## src/design/set_pkg.sv

```systemverilog
// Shared types and constants for the Sobel edge threshold unit.
// No dependencies; all other design files but set_line_mem refer to it by scoped names.
package set_pkg;

    typedef logic [7:0] pixel_t;
    typedef logic [7:0] pos_t;

    typedef enum logic [1:0] {
        CFG_FRAME_ROWS     = 2'd0,
        CFG_ROW_LENGTH     = 2'd1,
        CFG_EDGE_THRESHOLD = 2'd2
    } cfg_idx_t;

    localparam pos_t   MIN_SIZE       = 8'd3;
    localparam pos_t   RST_FRAME_ROWS = 8'd255;
    localparam pos_t   RST_ROW_LENGTH = 8'd255;
    localparam pixel_t RST_THRESHOLD  = 8'd100;
    localparam int     FIFO_DEPTH     = 4;

    typedef struct packed {
        logic   valid;
        logic   interior;
        logic   border;
        logic   last;
        logic   in_depth;
        logic   border_edge;
        pos_t   row;
        pos_t   col;
        pixel_t pixel;
    } tap_t;

    typedef struct packed {
        pos_t row;
        pos_t col;
        logic edge_res;
        logic frame_end;
    } res_t;

    typedef struct packed {
        logic v0;
        logic v1;
        res_t r0;
        res_t r1;
    } push_t;

endpackage

```

## src/design/set_grad.sv

```systemverilog
// Window shift, Sobel gradients, squared magnitude and threshold compare.
// Registered gradient and square stages after the line store read; depends on set_pkg.
module set_grad (
    input  logic           clk,
    input  logic           rst_n,
    input  logic           adv,
    input  set_pkg::tap_t  tap,
    input  logic [15:0]    line_rd,
    input  logic [15:0]    thr_sq,
    output logic           line_we,
    output logic [15:0]    line_wd,
    output set_pkg::push_t push
);

    typedef struct packed {
        logic          valid;
        logic          interior;
        logic          border;
        logic          last;
        logic          border_edge;
        set_pkg::pos_t row;
        set_pkg::pos_t col;
    } ctl_t;

    set_pkg::pixel_t    win_reg [6];
    set_pkg::pixel_t    top;
    set_pkg::pixel_t    mid;
    logic [9:0]         sum_r;
    logic [9:0]         sum_l;
    logic [9:0]         sum_b;
    logic [9:0]         sum_t;
    logic signed [10:0] gx_next;
    logic signed [10:0] gy_next;
    logic signed [10:0] gx_reg;
    logic signed [10:0] gy_reg;
    logic signed [21:0] prod_x;
    logic signed [21:0] prod_y;
    logic [19:0]        sq_x_reg;
    logic [19:0]        sq_y_reg;
    logic [20:0]        mag2;
    logic               grad_edge;
    ctl_t               s2_reg;
    ctl_t               s3_reg;
    ctl_t               s2_next;
    set_pkg::res_t      res_in;
    set_pkg::res_t      res_bd;

    assign top = tap.in_depth ? line_rd[15:8] : '0;
    assign mid = tap.in_depth ? line_rd[7:0]  : '0;

    assign line_we = adv && tap.valid && tap.in_depth;
    assign line_wd = {mid, tap.pixel};

    // window columns: left = win 0..2, middle = win 3..5, right = top/mid/pixel
    assign sum_r = {2'b0, top} + {1'b0, mid, 1'b0} + {2'b0, tap.pixel};
    assign sum_l = {2'b0, win_reg[0]} + {1'b0, win_reg[1], 1'b0} + {2'b0, win_reg[2]};
    assign sum_b = {2'b0, win_reg[2]} + {1'b0, win_reg[5], 1'b0} + {2'b0, tap.pixel};
    assign sum_t = {2'b0, win_reg[0]} + {1'b0, win_reg[3], 1'b0} + {2'b0, top};
    assign gx_next = $signed({1'b0, sum_r}) - $signed({1'b0, sum_l});
    assign gy_next = $signed({1'b0, sum_b}) - $signed({1'b0, sum_t});

    assign s2_next = '{valid:       tap.valid,
                       interior:    tap.interior,
                       border:      tap.border,
                       last:        tap.last,
                       border_edge: tap.border_edge,
                       row:         tap.row,
                       col:         tap.col};

    assign prod_x = gx_reg * gx_reg;
    assign prod_y = gy_reg * gy_reg;

    always_ff @(posedge clk or negedge rst_n)
    begin
        if (!rst_n)
        begin
            for (int i = 0; i < 6; i++)
            begin
                win_reg[i] <= '0;
            end
            s2_reg <= '0;
            s3_reg <= '0;
        end
        else if (adv)
        begin
            if (tap.valid)
            begin
                win_reg[0] <= win_reg[3];
                win_reg[1] <= win_reg[4];
                win_reg[2] <= win_reg[5];
                win_reg[3] <= top;
                win_reg[4] <= mid;
                win_reg[5] <= tap.pixel;
            end
            s2_reg <= s2_next;
            s3_reg <= s2_reg;
        end
    end

    always_ff @(posedge clk)
    begin
        if (adv)
        begin
            gx_reg   <= gx_next;
            gy_reg   <= gy_next;
            sq_x_reg <= prod_x[19:0];
            sq_y_reg <= prod_y[19:0];
        end
    end

    assign mag2      = {1'b0, sq_x_reg} + {1'b0, sq_y_reg};
    assign grad_edge = mag2 >= {5'b0, thr_sq};

    assign res_in = '{row:       s3_reg.row - 8'd1,
                      col:       s3_reg.col - 8'd1,
                      edge_res:  grad_edge,
                      frame_end: 1'b0};
    assign res_bd = '{row:       s3_reg.row,
                      col:       s3_reg.col,
                      edge_res:  s3_reg.border_edge,
                      frame_end: s3_reg.last};

    always_comb
    begin
        push    = '0;
        push.r0 = s3_reg.interior ? res_in : res_bd;
        push.r1 = res_bd;
        if (adv && s3_reg.valid)
        begin
            push.v0 = s3_reg.interior || s3_reg.border;
            push.v1 = s3_reg.interior && s3_reg.border;
        end
    end

endmodule

```

## config.mk

```make
export PLATFORM = sky130hd
export DESIGN_NAME = set_grad
export DESIGN_NICKNAME = d
export VERILOG_FILES = /design/src/design/set_pkg.sv /design/src/design/set_grad.sv
export SDC_FILE = /design/constraint.sdc
export NUM_CORES = 1
export LEC_CHECK = 0
export BUFFER_PORTS_ARGS = -buffer_cell sky130_fd_sc_hd__buf_2
export CAP_MARGIN = 30
export CORE_MARGIN = 8
export CORE_UTILIZATION = 40
export DETAILED_ROUTE_END_ITERATION = 12
export PLACE_DENSITY = 0.66
export SYNTH_ARGS = -nofsm -noshare
export SYNTH_HDL_FRONTEND = slang
export SYNTH_SLANG_ARGS = --single-unit
export TNS_END_PERCENT = 5
```

## constraint.sdc

```tcl
create_clock -name clk -period 5.35 [get_ports clk]
set_input_delay 0.8025 -clock clk [delete_from_list [all_inputs] [get_ports clk]]
set_output_delay 0.8025 -clock clk [all_outputs]
set_load 0.005 [all_outputs]
```

# == Word-level counts from Yosys, hierarchy flattened ==
# Cells that the tools add are included.
# word_totals
regBits,152
input_bits,65
output_inout_bits,55
elab_cells,50
# op_classes
addsub,13
n_mul,2
order_cmp,1
mux,4
reduce_logical,6
# ops
op,count
$add A10 B8 Y10,4
$add A8 B9 Y10,4
$mul A11 B11 Y20,2
$sub A10 B10 Y11,2
$add A20 B20 Y21,1
$ge A21 B16 Y1,1
$mux W18,1
$mux W8,2
$sub A8 B1 Y8 const B,2
$logic_and A1 B1 Y1,4
$mux W2,1
$reduce_and A2 Y1,1
$logic_or A1 B1 Y1,1

# == Logic depth before layout (Yosys ltp) ==
# depth
word_depth,4
ltp_mapped,21
mapped_depth_nobuf,21

# == Least setup slack after synthesis ==
# OpenSTA, ideal clock, no wires.
# synth_path
path_type,flip-flop to flip-flop
startpoint,register gx_reg[4]
endpoint,register sq_x_reg[19] (data pin)
setup_time_ns,0.260
t_arrival_ns,5.100
required_time_ns,5.090
slack_ns,-0.010
stages_incl_launch_ff,22
path_buffers,1
synth_period_minus_slack_ns,5.360
cell_sequence,edfxtp_1 clkbuf_1 inv_1 nor2_1 inv_1 fa_1 fa_1 fa_1 inv_1 fa_1 inv_1 fa_1 inv_1 ha_1 or3_4 nor3_2 o21ai_2 a311oi_2 o21ai_1 a21o_1 a21oi_2 xnor2_1
# synth_between
elab_chain_cells,1
# synth_rtl
item,line,source
from (decl),set_grad.sv:34,logic signed [10:0] gx_reg;
from (signal assigned),set_grad.sv:104,gx_reg <= gx_next;
$mul A11 B11 Y20,set_grad.sv:70,assign prod_x = gx_reg * gx_reg;
via prod_x[19],set_grad.sv:36,logic signed [21:0] prod_x;
to (signal assigned),set_grad.sv:106,sq_x_reg <= prod_x[19:0];
to (decl),set_grad.sv:38,logic [19:0] sq_x_reg;
# The timed path passes the listed nets, and every way through them passes these cells.
# A chain may end at the register's enable or synchronous reset.

# == Worst setup path after layout ==
# layout_path
startpoint,register gx_reg[6]
endpoint,register sq_x_reg[19] (data pin)
# Same word-level chain as after synthesis.

==> results by group <==
Worst setup path
  • Launch point of the worst path: gx_reg[6]$_DFFE_PP_
  • Startpoint types: register
  • Crit path DAT: 5.48 ns
  • Critical Path End: sq_x_reg[19]$_DFFE_PP_
  • CP Capture Type: register
  • Reg2Reg Setup Slack: 0.05 ns
  • FF-to-FF Start: gx_reg[6]$_DFFE_PP_
  • Max FO, Critical Path: 4
  • R2R cell count: 21
  • RR Endpoint: sq_x_reg[19]$_DFFE_PP_
  • Worst Path Class, Setup: register to register
  • Worst path required time: 5.53 ns

CTS
  • Clk pin slew, worst setup/hold paths: 0.07 ns
  • Root buffer cell: clkbuf_16
  • Hold_buf cts: 0
  • # clock sinks: 150
  • Clock latency on the worst-skew pair: 0.44 ns
  • Clk buf depth: 2
  • CTS tree: yes
  • TritonCTS Buffers: 17
  • H-tree levels: 4

Synth
  • Post-synthesis async set-or-reset flop share: 0.600
  • Distinct cells, synth: 67
  • #FFs+latches synth: 150
  • Synth warnings: 0
  • Number of synthesized flops with an enable pin: 60
  • Mean post-synth cell area: 10.4 um^2
  • Synth Cell Area: 16900 um^2
  • Most used DFF post-synth: dfrtp_1
  • Seq/Total Area, Yosys: 0.240
  • Cell count after synthesis: 1620
  • Syn nets: 2081

Die
  • Die Wd: 221 um
  • Die Area: 49000 um^2
  • Cell Rows: 75
  • Die extent in y: 221 um
  • I/O Pins: 120
  • Core Footprint: 41800 um^2
  • Initial core utilization: 0.404

Drt
  • DRT antenna net count: 0
  • Via density: 4.73
  • DR DRC count: 0
  • Via count: 10.9k
  • Drt total wl: 33.6 mm
  • Routed wire per std cell: 14.6 um
  • Initial DRC count: 375
  • 1st-pass router iterations: 4

Timing
  • Slew margin rel.: 0.431
  • Finish-stage setup viols: 0
  • Fin crit period: 5.30 ns
  • Max Slew Vio Count: 0
  • RSZ-0062 raised after global routing: yes
  • Setup_tns: 0 ns
  • Slew @ Worst Pin: 0.853 ns
  • Period utilisation layout: 0.991
  • F_max: 189 MHz
  • Final-report hold violation count: 0
  • Clock skew: 0.0127 ns

Flow run
  • Max Cap Viol: 0

Cells and area
  • Area grow syn2layout: 12.1%
  • # fillers: 3859
  • Max FFs per register: 48
  • Most common cell after layout, fill and taps aside: inv_1
  • Most frequent cells in the layout: 376 x inv_1, 250 x fa_1, 144 x ha_1, 117 x buf_2, 93 x nand2_1
  • Share of cells above drive strength 1: 0.183
  • Final core utilization: 0.453
  • Final std cells w/o fill: 2304
  • Antenna diodes: 0
  • Final nets: 2213

Min path
  • Type of the most critical hold path: input port to asynchronous set/reset pin

Global routing
  • Initial antenna violation count: 2
  • Global route total overflow: 0
  • Largest net degree at the start of global routing: 67
  • All-Layer GR Usage: 0.143
  • Number of global-route vias before repair: 12.0k
  • First-pass GRT wire length: 58.4 mm

Placement
  • DP Cell Count: 2250
  • GPL Wtd Cong: 0.864
  • Port-buffer cells: 119
  • Post-DP HPWL: 28.6 mm

Status
  • Status: finished clean
cell type report:
| type | count | area, um^2 | share of cell area |
|---|---|---|---|
| Clock buffer | 17 | 425 | 0.0225 |
| Clock inverter | 15 | 163 | 0.00861 |
| Inverter | 383 | 1440 | 0.0761 |
| Multi-Input combinational cell | 1023 | 11100 | 0.587 |
| Sequential cell | 150 | 4050 | 0.214 |
| Tap cell | 539 | 674 | 0.0357 |
| Timing Repair Buffer | 177 | 1050 | 0.0554 |
through the flow:
step / setup WS [ns] / area, um^2 / hold WS, ns
after floorplan: 0.0183 / 16900 / 0.446
after global placement: 0.0403 / 18100 / 0.460
after detailed placement: -0.0756 / 18100 / 0.471
after CTS: 0.0311 / 18700 / 0.295
after global routing: -0.141 / 18900 / 0.328
final: 0.0470 / 18900 / 0.305
cell usage after synthesis, types with 13 or more instances:
cell type  number  area (um^2)
inv_1         383         1440
fa_1          250         5000
ha_1          146         1830
nand2_1        98          368
dfrtp_1        90         2250
xnor2_1        77          674
mux2_2         68          766
and2_1         63          394
edfxtp_1       60         1800
nor2_1         51          191
o21ai_0        41          205
a21oi_1        35          175
clkbuf_1       33          124
buf_4          26          195
nor2b_1        26          163
nor3_1         18         90.1
xor2_1         17          149
nand2b_1       14         87.6
nand3_1        13         65.1
layer usage:
metal / GRT usage / wire [um] / up-vias
met5: 0 / 23 / -
met4: 0.0303 / 408 / 4
met3: 0.0290 / 1390 / 32
met2: 0.248 / 16200 / 181
met1: 0.184 / 15500 / 5403
li1: - / - / 5279
repair_timing:
item,CTS,global route
resized for setup,2,29
cloned,0,0
setup buffers,0,22
endpoints found under the setup margin,3,6
pin swaps,1,21
logic make-up after synthesis:
| family | share of synthesized area |
|---|---|
| flops | 0.240 |
| buf+inv | 0.105 |
| compound gates | 0.0600 |
| fa+ha+maj | 0.405 |
| xor+xnor | 0.0488 |
| mux | 0.0487 |
| simple gates | 0.0915 |
worst min path at each step:
stage                             from                 endpoint  cells after the start
4_1_cts                          rst_n     push[10]$_DFFE_PN0P_                      1
3_5_place_dp   win_reg[23]$_DFFE_PN0P_  win_reg[23]$_DFFE_PN0P_                      2
3_3_place_gp    win_reg[9]$_DFFE_PN0P_   win_reg[9]$_DFFE_PN0P_                      2
2_1_floorplan  win_reg[11]$_DFFE_PN0P_  win_reg[11]$_DFFE_PN0P_                      2
5_1_grt                          rst_n    s2_reg[8]$_DFFE_PN0P_                      1
6_report                         rst_n     push[11]$_DFFE_PN0P_                      1
critical path, cell delays in order, from the launching register on:
cell and delay (ns):
edfxtp_1 0.44, buf_6 0.13, nand2_2 0.05, fa_1 0.50, inv_2 0.04, fa_1 0.49
inv_2 0.05, fa_1 0.52, inv_2 0.04, fa_1 0.49, inv_2 0.04, fa_1 0.49
inv_1 0.05, ha_2 0.18, or3_4 0.42, nor3_4 0.20, o21ai_2 0.09, a311oi_2 0.35
o21ai_2 0.09, a21o_1 0.19, a21oi_2 0.13, xnor2_1 0.08
Power is not shown: default switching activity piles up to over one toggle a cycle in this logic, so the estimate is an artifact.
