$ cat src/design/set_pkg.sv
// Shared types and constants for the Sobel edge threshold unit.
// No dependencies; all other design files but set_line_mem refer to it by scoped names.
package set_pkg;

    typedef logic [7:0] pixel_t;
    typedef logic [7:0] pos_t;

    typedef enum logic [1:0] {
        CFG_FRAME_ROWS     = 2'd0,
        CFG_ROW_LENGTH     = 2'd1,
        CFG_EDGE_THRESHOLD = 2'd2
    } cfg_idx_t;

    localparam pos_t   MIN_SIZE       = 8'd3;
    localparam pos_t   RST_FRAME_ROWS = 8'd255;
    localparam pos_t   RST_ROW_LENGTH = 8'd255;
    localparam pixel_t RST_THRESHOLD  = 8'd100;
    localparam int     FIFO_DEPTH     = 4;

    typedef struct packed {
        logic   valid;
        logic   interior;
        logic   border;
        logic   last;
        logic   in_depth;
        logic   border_edge;
        pos_t   row;
        pos_t   col;
        pixel_t pixel;
    } tap_t;

    typedef struct packed {
        pos_t row;
        pos_t col;
        logic edge_res;
        logic frame_end;
    } res_t;

    typedef struct packed {
        logic v0;
        logic v1;
        res_t r0;
        res_t r1;
    } push_t;

endpackage

$ cat src/design/set_if.sv


interface set_res_if;
    logic              valid;
    logic              ready;
    set_pkg::pos_t     out_row;
    set_pkg::pos_t     out_col;
    logic              edge_res;
    logic              frame_end;

    modport source (output valid, output out_row, output out_col, output edge_res,
                    output frame_end, input ready);
    modport sink   (input valid, input out_row, input out_col, input edge_res,
                    input frame_end, output ready);
endinterface

$ cat src/design/set_res_fifo.sv
// Result queue: takes up to two results per cycle, hands out one per request.
// Depends on set_pkg and set_res_if.
module set_res_fifo (
    input  logic            clk,
    input  logic            rst_n,
    input  set_pkg::push_t  push,
    output logic            room,
    set_res_if.source       results
);

    localparam int PW = $clog2(set_pkg::FIFO_DEPTH);
    localparam int CW = $clog2(set_pkg::FIFO_DEPTH + 1);

    set_pkg::res_t  entry_reg [set_pkg::FIFO_DEPTH];
    logic [PW-1:0]  wr_ptr_reg;
    logic [PW-1:0]  wr_ptr_next;
    logic [PW-1:0]  rd_ptr_reg;
    logic [PW-1:0]  rd_ptr_next;
    logic [CW-1:0]  count_reg;
    logic [CW-1:0]  count_next;
    logic           pop;
    logic [PW-1:0]  wr_ptr_b;
    set_pkg::res_t  head;

    assign head              = entry_reg[rd_ptr_reg];
    assign results.valid     = count_reg != '0;
    assign results.out_row   = head.row;
    assign results.out_col   = head.col;
    assign results.edge_res  = head.edge_res;
    assign results.frame_end = head.frame_end;

    assign pop      = results.valid && results.ready;
    assign room     = count_reg <= CW'(set_pkg::FIFO_DEPTH - 2);
    assign wr_ptr_b = wr_ptr_reg + PW'(1);

    always_comb
    begin
        wr_ptr_next = wr_ptr_reg + PW'(push.v0) + PW'(push.v1);
        rd_ptr_next = rd_ptr_reg + PW'(pop);
        count_next  = count_reg + CW'(push.v0) + CW'(push.v1) - CW'(pop);
    end

    always_ff @(posedge clk or negedge rst_n)
    begin
        if (!rst_n)
        begin
            wr_ptr_reg <= '0;
            rd_ptr_reg <= '0;
            count_reg  <= '0;
        end
        else
        begin
            wr_ptr_reg <= wr_ptr_next;
            rd_ptr_reg <= rd_ptr_next;
            count_reg  <= count_next;
        end
    end

    always_ff @(posedge clk)
    begin
        if (push.v0)
        begin
            entry_reg[wr_ptr_reg] <= push.r0;
        end
        if (push.v1)
        begin
            entry_reg[wr_ptr_b] <= push.r1;
        end
    end

`ifndef SYNTHESIS
    a_count_bound: assert property (@(posedge clk) disable iff (!rst_n)
        count_reg <= CW'(set_pkg::FIFO_DEPTH))
        else $error("result queue overflow");
    a_push_order: assert property (@(posedge clk) disable iff (!rst_n)
        push.v1 |-> push.v0)
        else $error("second result pushed without first");
`endif

endmodule

$ cat src/flat_wrapper.sv
// flat-port wrapper written by rule: the top's interface ports become plain ports
module set_res_fifo_flat 
  (clk, rst_n, push, room, results_valid, results_out_row, results_out_col, results_edge_res, results_frame_end, results_ready);
  set_res_if results_i ();
  input  logic clk;
  input  logic rst_n;
  input  set_pkg::push_t push;
  output logic room;
  output wire logic [$bits(results_i.valid)-1:0] results_valid;
  output wire logic [$bits(results_i.out_row)-1:0] results_out_row;
  output wire logic [$bits(results_i.out_col)-1:0] results_out_col;
  output wire logic [$bits(results_i.edge_res)-1:0] results_edge_res;
  output wire logic [$bits(results_i.frame_end)-1:0] results_frame_end;
  input wire logic [$bits(results_i.ready)-1:0] results_ready;
  assign results_valid = results_i.valid;
  assign results_out_row = results_i.out_row;
  assign results_out_col = results_i.out_col;
  assign results_edge_res = results_i.edge_res;
  assign results_frame_end = results_i.frame_end;
  assign results_i.ready = results_ready;
  set_res_fifo u_core (.clk(clk), .rst_n(rst_n), .push(push), .room(room), .results(results_i));
endmodule
$ cat config.mk
export PLATFORM = sky130hd
export DESIGN_NAME = set_res_fifo_flat
export DESIGN_NICKNAME = d
export VERILOG_FILES = /design/src/design/set_pkg.sv /design/src/design/set_if.sv /design/src/design/set_res_fifo.sv /design/src/flat_wrapper.sv
export SDC_FILE = /design/constraint.sdc
export NUM_CORES = 1
export LEC_CHECK = 0
export ABC_CLOCK_PERIOD_IN_PS = 2700
export BUFFER_PORTS_ARGS = -buffer_cell sky130_fd_sc_hd__buf_2
export CAP_MARGIN = 20
export CORE_MARGIN = 2
export CORE_UTILIZATION = 39
export DETAILED_ROUTE_END_ITERATION = 8
export PLACE_DENSITY = 0.69
export SKIP_CTS_REPAIR_TIMING = 1
export SYNTH_ARGS = -nofsm -noshare
export SYNTH_HDL_FRONTEND = slang
export SYNTH_SLANG_ARGS = --single-unit
$ cat constraint.sdc
create_clock -name clk -period 2.7 [get_ports clk]
set_input_delay 0.54 -clock clk [delete_from_list [all_inputs] [get_ports clk]]
set_output_delay 0.54 -clock clk [all_outputs]
set_load 0.01 [all_outputs]
Word-level counts from Yosys, hierarchy flattened. Memories as Yosys holds them, arrays and structs flattened. Index checks and enable logic that the tools add are counted.

$lt $le $gt $ge: 1. Muxes and demuxes: 4. Add/subtract/negate cells: 7. Reduce and logical (&&, ||, !) cells: 2.

Operators with widths (number): 2-bit by 1-bit adder with 2-bit output (3); 3-bit by 1-bit adder with 3-bit output (2); 1-bit 2-to-1 mux (4); 3-bit by 2-bit less-or-equal comparator with 1-bit output, second input constant (1); 3-bit nonzero test (1); 3-bit by 1-bit subtractor with 3-bit output (1); 2-bit by 1-bit adder with 2-bit output, second input constant (1); 1-bit logical AND (1).

Bits in writable memories: 72. Bits of input ports: 41. Flip-flop bits (word level): 7. Memories kept: 1.

Memories: u_core.entry_reg (words 4, bits a word 18, read ports 1, clocked after memory_dff 0, wr ports 2, line set_res_fifo.sv:14) `set_pkg::res_t entry_reg [set_pkg::FIFO_DEPTH];`.

Depth between registers and ports, before layout. Gate-level depths: netlist of the first run.

Word-level depth: 3. Gate-level depth with buffers: 7. Gate-level depth less buffers: 7.

Worst setup path after synthesis of the first run. Ideal clock, no wire load.

Path kind: register to register. Start point: reg u_core.wr_ptr_reg[0]. End point: mem u_core.entry_reg[0][0] (netlist name), enable pin. Buffers on the path: 1. Cell stages (with the launch flop): 3. Arrival time: 2.006 ns. Setup slack: 0.273 ns. Data required time: 2.279 ns. Library setup time: 0.421 ns. Cells stage by stage: dfrtp_1 -> buf_2 -> o31ai_1.

RTL lines: from (decl) (line set_res_fifo.sv:15) `logic [PW-1:0] wr_ptr_reg;`; from (signal assigned) (line set_res_fifo.sv:53) `wr_ptr_reg <= wr_ptr_next;`; to (decl) (line set_res_fifo.sv:14).

Worst setup path in the final report of the first run.
Start point: reg u_core.rd_ptr_reg[0]. End point: out results_out_col[6].

Word-level cells in the longest chain between the ends: 1.

RTL lines: from (decl) (line set_res_fifo.sv:17) `logic [PW-1:0] rd_ptr_reg;`; from (signal assigned) (line set_res_fifo.sv:54) `rd_ptr_reg <= rd_ptr_next;`; memory read 4 x 18 bit; to (decl) (line flat_wrapper.sv:11) `output wire logic [$bits(results_i.out_col)-1:0] results_out_col;`.

Every way passes these cells.

==> results_dict.tcl, run 1 <==
set metrics [dict create \
    outcome "finished clean" \
    setup_tns_ns 0 \
    area_delta_synth_final_pct 16.3 \
    whs_ns 0.0129 \
    cp_max_fo 18 \
    yosys.cell_count.top_type "edfxtp_1" \
    reg2reg_from "u_core.count_reg[0]$_DFF_PN0_" \
    synth_enable_flop_cells 72 \
    core_um2 9860 \
    end_kind "primary output" \
    wl_um 7560 \
    dieArea_um2 11100 \
    insertedDiodeCount 0 \
    clkTransAtPathRegs_ns 0.08 \
    rows 36 \
    timing.fmax_mhz 423 \
    setup_viol 0 \
    io_buffers 60 \
    fp.dieH_um 105 \
    crit_start "u_core.rd_ptr_reg[0]$_DFF_PN0_" \
    synth-seq-cells 79 \
    syn_area_per_cell_um2 19.1 \
    drt_iter0_drc 58 \
    numCtsBuffers 9 \
    cap_violations 0 \
    syn_inst 209 \
    syn_nets 256 \
    fin_area_um2 4640 \
    cts_tree "yes" \
    worst_pin_slew_ns 1.07 \
    fin_util_pct 47.1 \
    place_area_um2 4450 \
    layout.nets 324 \
    maxSlewHeadroom_pct 28.7 \
    critPathArrivalTime_ns 1.82 \
    worstSetupPathType "reg -> out" \
    largest_reg_flops 72 \
    crit_required_ns 2.16 \
    clk_latency_ns 0.36 \
    grt_pass1_wl_um 11700 \
    grt_pass1_vias 2177 \
    grt_use_total_pct 14.4 \
    grt_antenna_before_repair 0 \
    power_density_nw_per_um2 1030 \
    grt_overflow 0 \
    period_share_pct 87.5 \
    gp_congestion 0.707 \
    dp_hpwl_um 4940 \
    clock-sinks 79 \
    drive_above_1_share_pct 64.2 \
    post_drt_wl_per_cell_um 18.2 \
    clockBufferDepth 2 \
    drcViolationCount 0 \
    leakage_nw 1.75 \
    start_util_pct 40.5 \
    rsz0062_at_grt "false" \
    synthTopCellsByCount "edfxtp_1 (72), mux2_2 (53), mux2_4 (19), mux4_2 (18), dfrtp_1 (7)" \
    ir_drop_v 0.000490 \
    ys.flop_type "edfxtp_1" \
    boundaryPins 61 \
    synth_top_area_share_pct 54.2 \
    dr.pass1.iters 4 \
    syn_area_um2 3990 \
    ant_nets 0 \
    finalMaxSlewViolations 0 \
    start_kind "flip-flop" \
    hp-class "in -> async" \
    via_count 2053 \
    grt_max_degree 20 \
    seq_area_frac_synth_pct 58.5 \
    netlist-cell-type-count 27 \
    hold_viol_final 0 \
    cts-htree-levels 3 \
    die_w_um 105 \
    viasPerCell 4.95 \
    synthArstFlopShare_pct 8.86 \
    synth_top_area_cell "edfxtp_1" \
    clockRootBuffer "clkbuf_8" \
    synth_warnings 0 \
    post-route-min-period_ns 2.36 \
    finalClockSkew_ns 0.0114 \
    synthTopCellsByArea "edfxtp_1 (54%), mux2_2 (15%), mux4_2 (10%)" \
]
==> critical path, cell delays in order (launching register included) <==
cell and delay, ns:
dfrtp_1 0.37, buf_4 0.37, mux4_2 0.57, buf_2 0.16
==> final timing paths <==
| path | endpoint | slack [ns] | cells past startpoint |
|---|---|---|---|
| max in group asynchronous | u_core.wr_ptr_reg[0]$_DFF_PN0_ | 2.52 | 1 |
| worst min register to register | u_core.rd_ptr_reg[0]$_DFF_PN0_ | 0.53 | 1 |
| worst max-delay path | results_out_col[6] | 0.34 | 3 |
| worst max register to register | u_core.count_reg[2]$_DFF_PN0_ | 0.37 | 7 |
| min in group clk | u_core.wr_ptr_reg[0]$_DFF_PN0_ | 0.50 | 2 |
| worst min-delay path | u_core.count_reg[2]$_DFF_PN0_ | 0.01 | 1 |
==> placed cells by master, fill, tap and decap left out, types with 4 or more instances in the layout <==
| cell type | n |
|---|---|
| dfrtp_1 | 7 |
| mux4_2 | 18 |
| clkbuf_8 | 9 |
| buf_4 | 9 |
| mux2_2 | 53 |
| edfxtp_1 | 72 |
| inv_1 | 5 |
| clkinvlp_4 | 4 |
| mux2_4 | 19 |
| buf_2 | 60 |
==> final cells by class <==
class | count | area, µm²
Fill cell | 849 | 5220
Sequential cell | 79 | 2340
Multi-Input combinational cell | 113 | 1560
Timing Repair Buffer | 69 | 368
Tap cell | 133 | 166
Clock buffer | 9 | 124
Clock inverter | 7 | 72.6
Inverter | 5 | 18.8
==> report_power, final <==
part           internal (mW)  switching (mW)  total [mW]
Sequential              1.86           0.184        2.04
Clock                  0.426           0.445       0.871
Combinational          0.947           0.930        1.88
==> logic make-up after synthesis <==
group,Yosys count,synth area share [%]
buf+inv,17,3.17
xor+xnor,3,0.658
mux,91,32.5
fa+ha+maj,6,2.44
compound gates,3,0.501
simple gates,10,2.19
flops,79,58.5
==> layer usage <==
metal	wire length (µm)	share of wire [%]	track usage (%)	vias to the layer above
li1	-	-	-	970
met4	114	1.5	5.43	0
met3	303	4.0	3.62	10
met2	3910	52	24.2	42
met5	0	0	0	-
met1	3230	43	17.7	1031
==> through the flow <==
step | power (mW) | instances | setup WS, ns
6_report | 4.79 | 415 | 0.337
5_1_grt | 5.05 | 415 | 0.234
4_1_cts | 4.85 | 415 | 0.295
3_5_place_dp | 3.99 | 399 | 0.363
3_3_place_gp | 3.93 | 399 | 0.474
2_1_floorplan | 3.37 | 209 | 0.273
Note: power is estimated with default switching activity, not from simulation.
==> run 2: changes to the inputs <==
--- a/config.mk
+++ b/config.mk
@@ -10,8 +10,10 @@
 export CAP_MARGIN = 20
 export CORE_MARGIN = 2
 export CORE_UTILIZATION = 39
+export CTS_CLUSTER_SIZE = 16
 export DETAILED_ROUTE_END_ITERATION = 8
 export PLACE_DENSITY = 0.69
+export REMOVE_ABC_BUFFERS = 1
 export SKIP_CTS_REPAIR_TIMING = 1
 export SYNTH_ARGS = -nofsm -noshare
 export SYNTH_HDL_FRONTEND = slang
==> run 2 against run 1 <==
  * First-iteration DRC count grew 45%
  * Cell count up 0.96%
  * Utilization is 0.60 points higher
  * Largest power group unchanged
  * Critical path type is now reg -> reg
==> results_dict.tcl, run 2 (synthesis gave the netlist of run 1 again) <==
set metrics [dict create \
    outcome "finished clean" \
    leakage_nw 1.79 \
    grt_pass1_wl_um 12300 \
    post_drt_wl_per_cell_um 18.5 \
    drive_above_1_share_pct 64.3 \
    clk_latency_ns 0.34 \
    rows 36 \
    worstSetupPathType "reg -> reg" \
    wl_um 7760 \
    insertedDiodeCount 0 \
    start_util_pct 40.5 \
    place_area_um2 4490 \
    seqPwrFrac_pct 41.5 \
    ir_drop_v 0.000312 \
    maxSlewHeadroom_pct 63.5 \
    finalClockSkew_ns 0.0132 \
    crit_start "u_core.count_reg[1]$_DFF_PN0_" \
    cp_max_fo 3 \
    power_frac_clock_pct 19.0 \
    layout.nets 328 \
    crit_required_ns 2.92 \
    dr.pass1.iters 4 \
    setup_viol 0 \
    numCtsBuffers 9 \
    grt_pass1_vias 2305 \
    fp.dieH_um 105 \
    clock-sinks 79 \
    timing.fmax_mhz 434 \
    grt_use_total_pct 14.9 \
    clockBufferDepth 2 \
    drt_iter0_drc 84 \
    cts-htree-levels 3 \
    grt_antenna_before_repair 0 \
    mostFrequentLayoutCells "edfxtp_1 (72), buf_2 (60), mux2_2 (53)" \
    grt_max_degree 20 \
    boundaryPins 61 \
    via_count 2110 \
    setup_tns_ns 0 \
    dp_hpwl_um 5330 \
    switching_share_pct 31.5 \
    dieArea_um2 11100 \
    start_kind "flip-flop" \
    p_switching_mw 1.55 \
    gp_congestion 0.737 \
    hp-class "in -> async" \
    largest_reg_flops 72 \
    io_buffers 60 \
    combPwrFrac_pct 39.5 \
    clkTransAtPathRegs_ns 0.07 \
    core_um2 9860 \
    hold_viol_final 0 \
    cts_tree "yes" \
    post-route-min-period_ns 2.30 \
    p_int_mw 3.37 \
    ant_nets 0 \
    critPathArrivalTime_ns 2.52 \
    worst_pin_slew_ns 0.545 \
    viasPerCell 5.04 \
    die_w_um 105 \
    reg2reg_from "u_core.count_reg[1]$_DFF_PN0_" \
    drcViolationCount 0 \
    power_density_nw_per_um2 1050 \
    fin_area_um2 4700 \
    finalMaxSlewViolations 0 \
    end_kind "flip-flop" \
    grt_overflow 0 \
    area_delta_synth_final_pct 17.8 \
    clockRootBuffer "clkbuf_8" \
    final_common_cell "edfxtp_1" \
    period_share_pct 85.3 \
    rsz0062_at_grt "false" \
    cap_violations 0 \
]
## run 2: cell count changes in the layout (fill, tap and decap cells not counted), sizes merged
cell and change:
buf +4, bufinv +1, clkbuf +1, clkinv +2
clkinvlp -3, inv -1
## run 2: power groups by stage
stage | registers (mW) | logic, mW | clock network [mW]
after floorplan | 2.09 | 1.18 | 0
after global placement | 2.05 | 1.96 | 0
after detailed placement | 2.08 | 1.98 | 0
after CTS | 2.05 | 1.99 | 0.954
after global routing | 2.09 | 2.11 | 0.997
final | 2.04 | 1.94 | 0.933
## run 2: area by class of cell
type,count,area [µm²]
Clock buffer,10,128
Clock inverter,6,85.1
Fill cell,860,5160
Inverter,5,18.8
Multi-Input combinational cell,113,1560
Sequential cell,79,2340
Tap cell,133,166
Timing Repair Buffer,73,410
## run 2: layer usage
layer  up-vias  share of wire, %  track usage [%]
li1        981                 -                -
met1      1072                42             17.6
met2        50                53             26.5
met3         7               4.1             2.62
met4         0               1.1             6.29
met5         -                 0                0
## run 2: path summary, 6_finish.rpt
kind | to | slack, ns | cells after the start
hold reg to reg | u_core.count_reg[0]$_DFF_PN0_ | 0.65 | 1
setup / recovery | u_core.count_reg[2]$_DFF_PN0_ | 0.40 | 7
setup reg to reg | u_core.count_reg[2]$_DFF_PN0_ | 0.40 | 7
min in group clk | u_core.entry_reg[3][0]$_DFFE_PP_ | 0.54 | 2
hold / removal | u_core.wr_ptr_reg[0]$_DFF_PN0_ | 0.03 | 1
max in group asynchronous | u_core.wr_ptr_reg[1]$_DFF_PN0_ | 2.51 | 1
## run 2: worst max-delay path, stage by stage, from the launching register on
cell and delay (ns):
dfrtp_1 0.40, or3_1 0.38, and2_1 0.18, ha_1 0.28
inv_1 0.05, fa_1 0.38, fa_1 0.38, xnor2_1 0.13
## run 2: stage by stage
| stage | hold WS (ns) | power, mW | std cells | utilization (%) | setup WS, ns |
|---|---|---|---|---|---|
| 2_1_floorplan | 0.244 | 3.27 | 197 | - | 0.150 |
| 3_5_place_dp | 0.384 | 4.06 | 403 | 45.5 | 0.378 |
| 6_report | 0.0313 | 4.92 | 419 | 47.7 | 0.397 |
| 3_3_place_gp | 0.384 | 4.01 | 403 | 45.5 | 0.468 |
| 4_1_cts | 0.0150 | 5.00 | 419 | 47.7 | 0.379 |
| 5_1_grt | 0.0233 | 5.21 | 419 | 47.7 | 0.336 |
==> run 3: changes to the inputs <==
--- a/config.mk
+++ b/config.mk
@@ -12,7 +12,8 @@
 export CORE_UTILIZATION = 39
 export CTS_CLUSTER_SIZE = 16
 export DETAILED_ROUTE_END_ITERATION = 8
-export PLACE_DENSITY = 0.69
+export MAX_ROUTING_LAYER = met4
+export PLACE_DENSITY = 0.6
 export REMOVE_ABC_BUFFERS = 1
 export SKIP_CTS_REPAIR_TIMING = 1
 export SYNTH_ARGS = -nofsm -noshare
==> run 3 against run 2 <==
  * Maximum frequency down 3.6%
  * Cell area up 0.19%
  * Combinational power down 3%
  * Utilization up 0.089 points
  * Non-clock buffer count down 3
  * Critical path type is now reg -> out
==> results_dict.tcl, run 3 (synthesis gave the netlist of run 1 again) <==
set metrics [dict create \
    viasPerCell 4.94 \
    critPathArrivalTime_ns 1.85 \
    clock-sinks 79 \
    via_count 2064 \
    start_kind "flip-flop" \
    mostFrequentLayoutCells "edfxtp_1 (72), buf_2 (60), mux2_2 (53)" \
    rsz0062_at_grt "false" \
    post-route-min-period_ns 2.39 \
    fin_util_pct 47.8 \
    dieArea_um2 11100 \
    start_util_pct 40.5 \
    grt_max_degree 20 \
    switching_share_pct 30.8 \
    grt_antenna_before_repair 2 \
    drive_above_1_share_pct 63.6 \
    p_switching_mw 1.53 \
    post_drt_wl_per_cell_um 18.1 \
    ant_nets 0 \
    rows 36 \
    io_buffers 60 \
    clockBufferDepth 2 \
    dr.pass1.iters 5 \
    drcViolationCount 0 \
    wl_um 7550 \
    clk_latency_ns 0.35 \
    outcome "finished clean" \
    end_kind "primary output" \
    p_int_mw 3.43 \
    cts_tree "yes" \
    power_frac_clock_pct 20.7 \
    finalMaxSlewViolations 0 \
    area_delta_synth_final_pct 18.0 \
    gp_congestion 0.722 \
    hp-class "in -> reg" \
    whs_ns 0.523 \
    finalClockSkew_ns 0.0104 \
    cts-htree-levels 3 \
    die_w_um 105 \
    period_share_pct 88.5 \
    leakage_nw 1.78 \
    layout.nets 325 \
    worstSetupPathType "reg -> out" \
    dp_hpwl_um 4920 \
    clkTransAtPathRegs_ns 0.08 \
    seqPwrFrac_pct 41.3 \
    fp.dieH_um 105 \
    grt_pass1_vias 2174 \
    ir_drop_v 0.000602 \
    worst_pin_slew_ns 0.493 \
    grt_use_total_pct 14.9 \
    cap_violations 0 \
    grt_pass1_wl_um 11700 \
    maxSlewHeadroom_pct 67.1 \
    dp.cells 399 \
    boundaryPins 61 \
    combPwrFrac_pct 38.0 \
    numCtsBuffers 9 \
    clockRootBuffer "clkbuf_8" \
    final_common_cell "edfxtp_1" \
    largest_reg_flops 72 \
    setup_tns_ns 0 \
    core_um2 9860 \
    crit_required_ns 2.16 \
    layoutNonFillerInstCount 418 \
    grt_overflow 0 \
    timing.fmax_mhz 419 \
    drt_iter0_drc 82 \
    power_density_nw_per_um2 1050 \
    hold_viol_final 0 \
    cp_max_fo 14 \
    setup_viol 0 \
]
-- run 3: layer usage --
layer,vias up,wire [µm],track usage [%]
met3,5,449,5.12
met2,60,4000,25.1
met4,0,34,3.71
met5,-,0,-
met1,1028,3070,17.2
li1,971,-,-
-- run 3: cell type report --
cell class / instances / area, µm²
Fill cell: 874 / 5150
Sequential cell: 79 / 2340
Multi-Input combinational cell: 113 / 1560
Timing Repair Buffer: 70 / 390
Tap cell: 133 / 166
Clock buffer: 10 / 128
Clock inverter: 6 / 109
Inverter: 5 / 18.8
Antenna cell: 2 / 5.00
-- run 3: worst paths after layout --
path	startpoint	end	slack [ns]	cells after the start
max in group asynchronous	rst_n	u_core.rd_ptr_reg[1]$_DFF_PN0_	2.00	2
hold / removal	push[37]	u_core.wr_ptr_reg[0]$_DFF_PN0_	0.52	2
setup / recovery	u_core.rd_ptr_reg[0]$_DFF_PN0_	results_out_row[7]	0.31	3
min in group asynchronous	rst_n	u_core.wr_ptr_reg[1]$_DFF_PN0_	0.54	2
setup reg to reg	u_core.count_reg[1]$_DFF_PN0_	u_core.count_reg[2]$_DFF_PN0_	0.44	7
hold reg to reg	u_core.count_reg[0]$_DFF_PN0_	u_core.count_reg[0]$_DFF_PN0_	0.62	1
-- run 3: power groups by stage --
stage | Sequential, mW | Clock [mW] | Combinational [mW]
global route | 2.10 | 1.10 | 2.04
global placement | 2.07 | 0 | 1.92
detailed placement | 2.09 | 0 | 1.94
finish | 2.05 | 1.03 | 1.88
floorplan | 2.09 | 0 | 1.18
CTS | 2.06 | 1.05 | 1.95
-- run 3: worst max-delay path: stages, from the launching register on --
cell and delay (ns):
dfrtp_1 0.58, buf_12 0.23, mux4_2 0.53, buf_2 0.16
-- run 3: per-stage QoR --
| stage | area, µm² | power [mW] | setup WS, ns |
|---|---|---|---|
| 2_1_floorplan | 3880 | 3.27 | 0.150 |
| 3_3_place_gp | 4460 | 3.99 | 0.470 |
| 3_5_place_dp | 4460 | 4.03 | 0.415 |
| 4_1_cts | 4700 | 5.06 | 0.256 |
| 5_1_grt | 4710 | 5.24 | 0.205 |
| 6_report | 4710 | 4.96 | 0.311 |
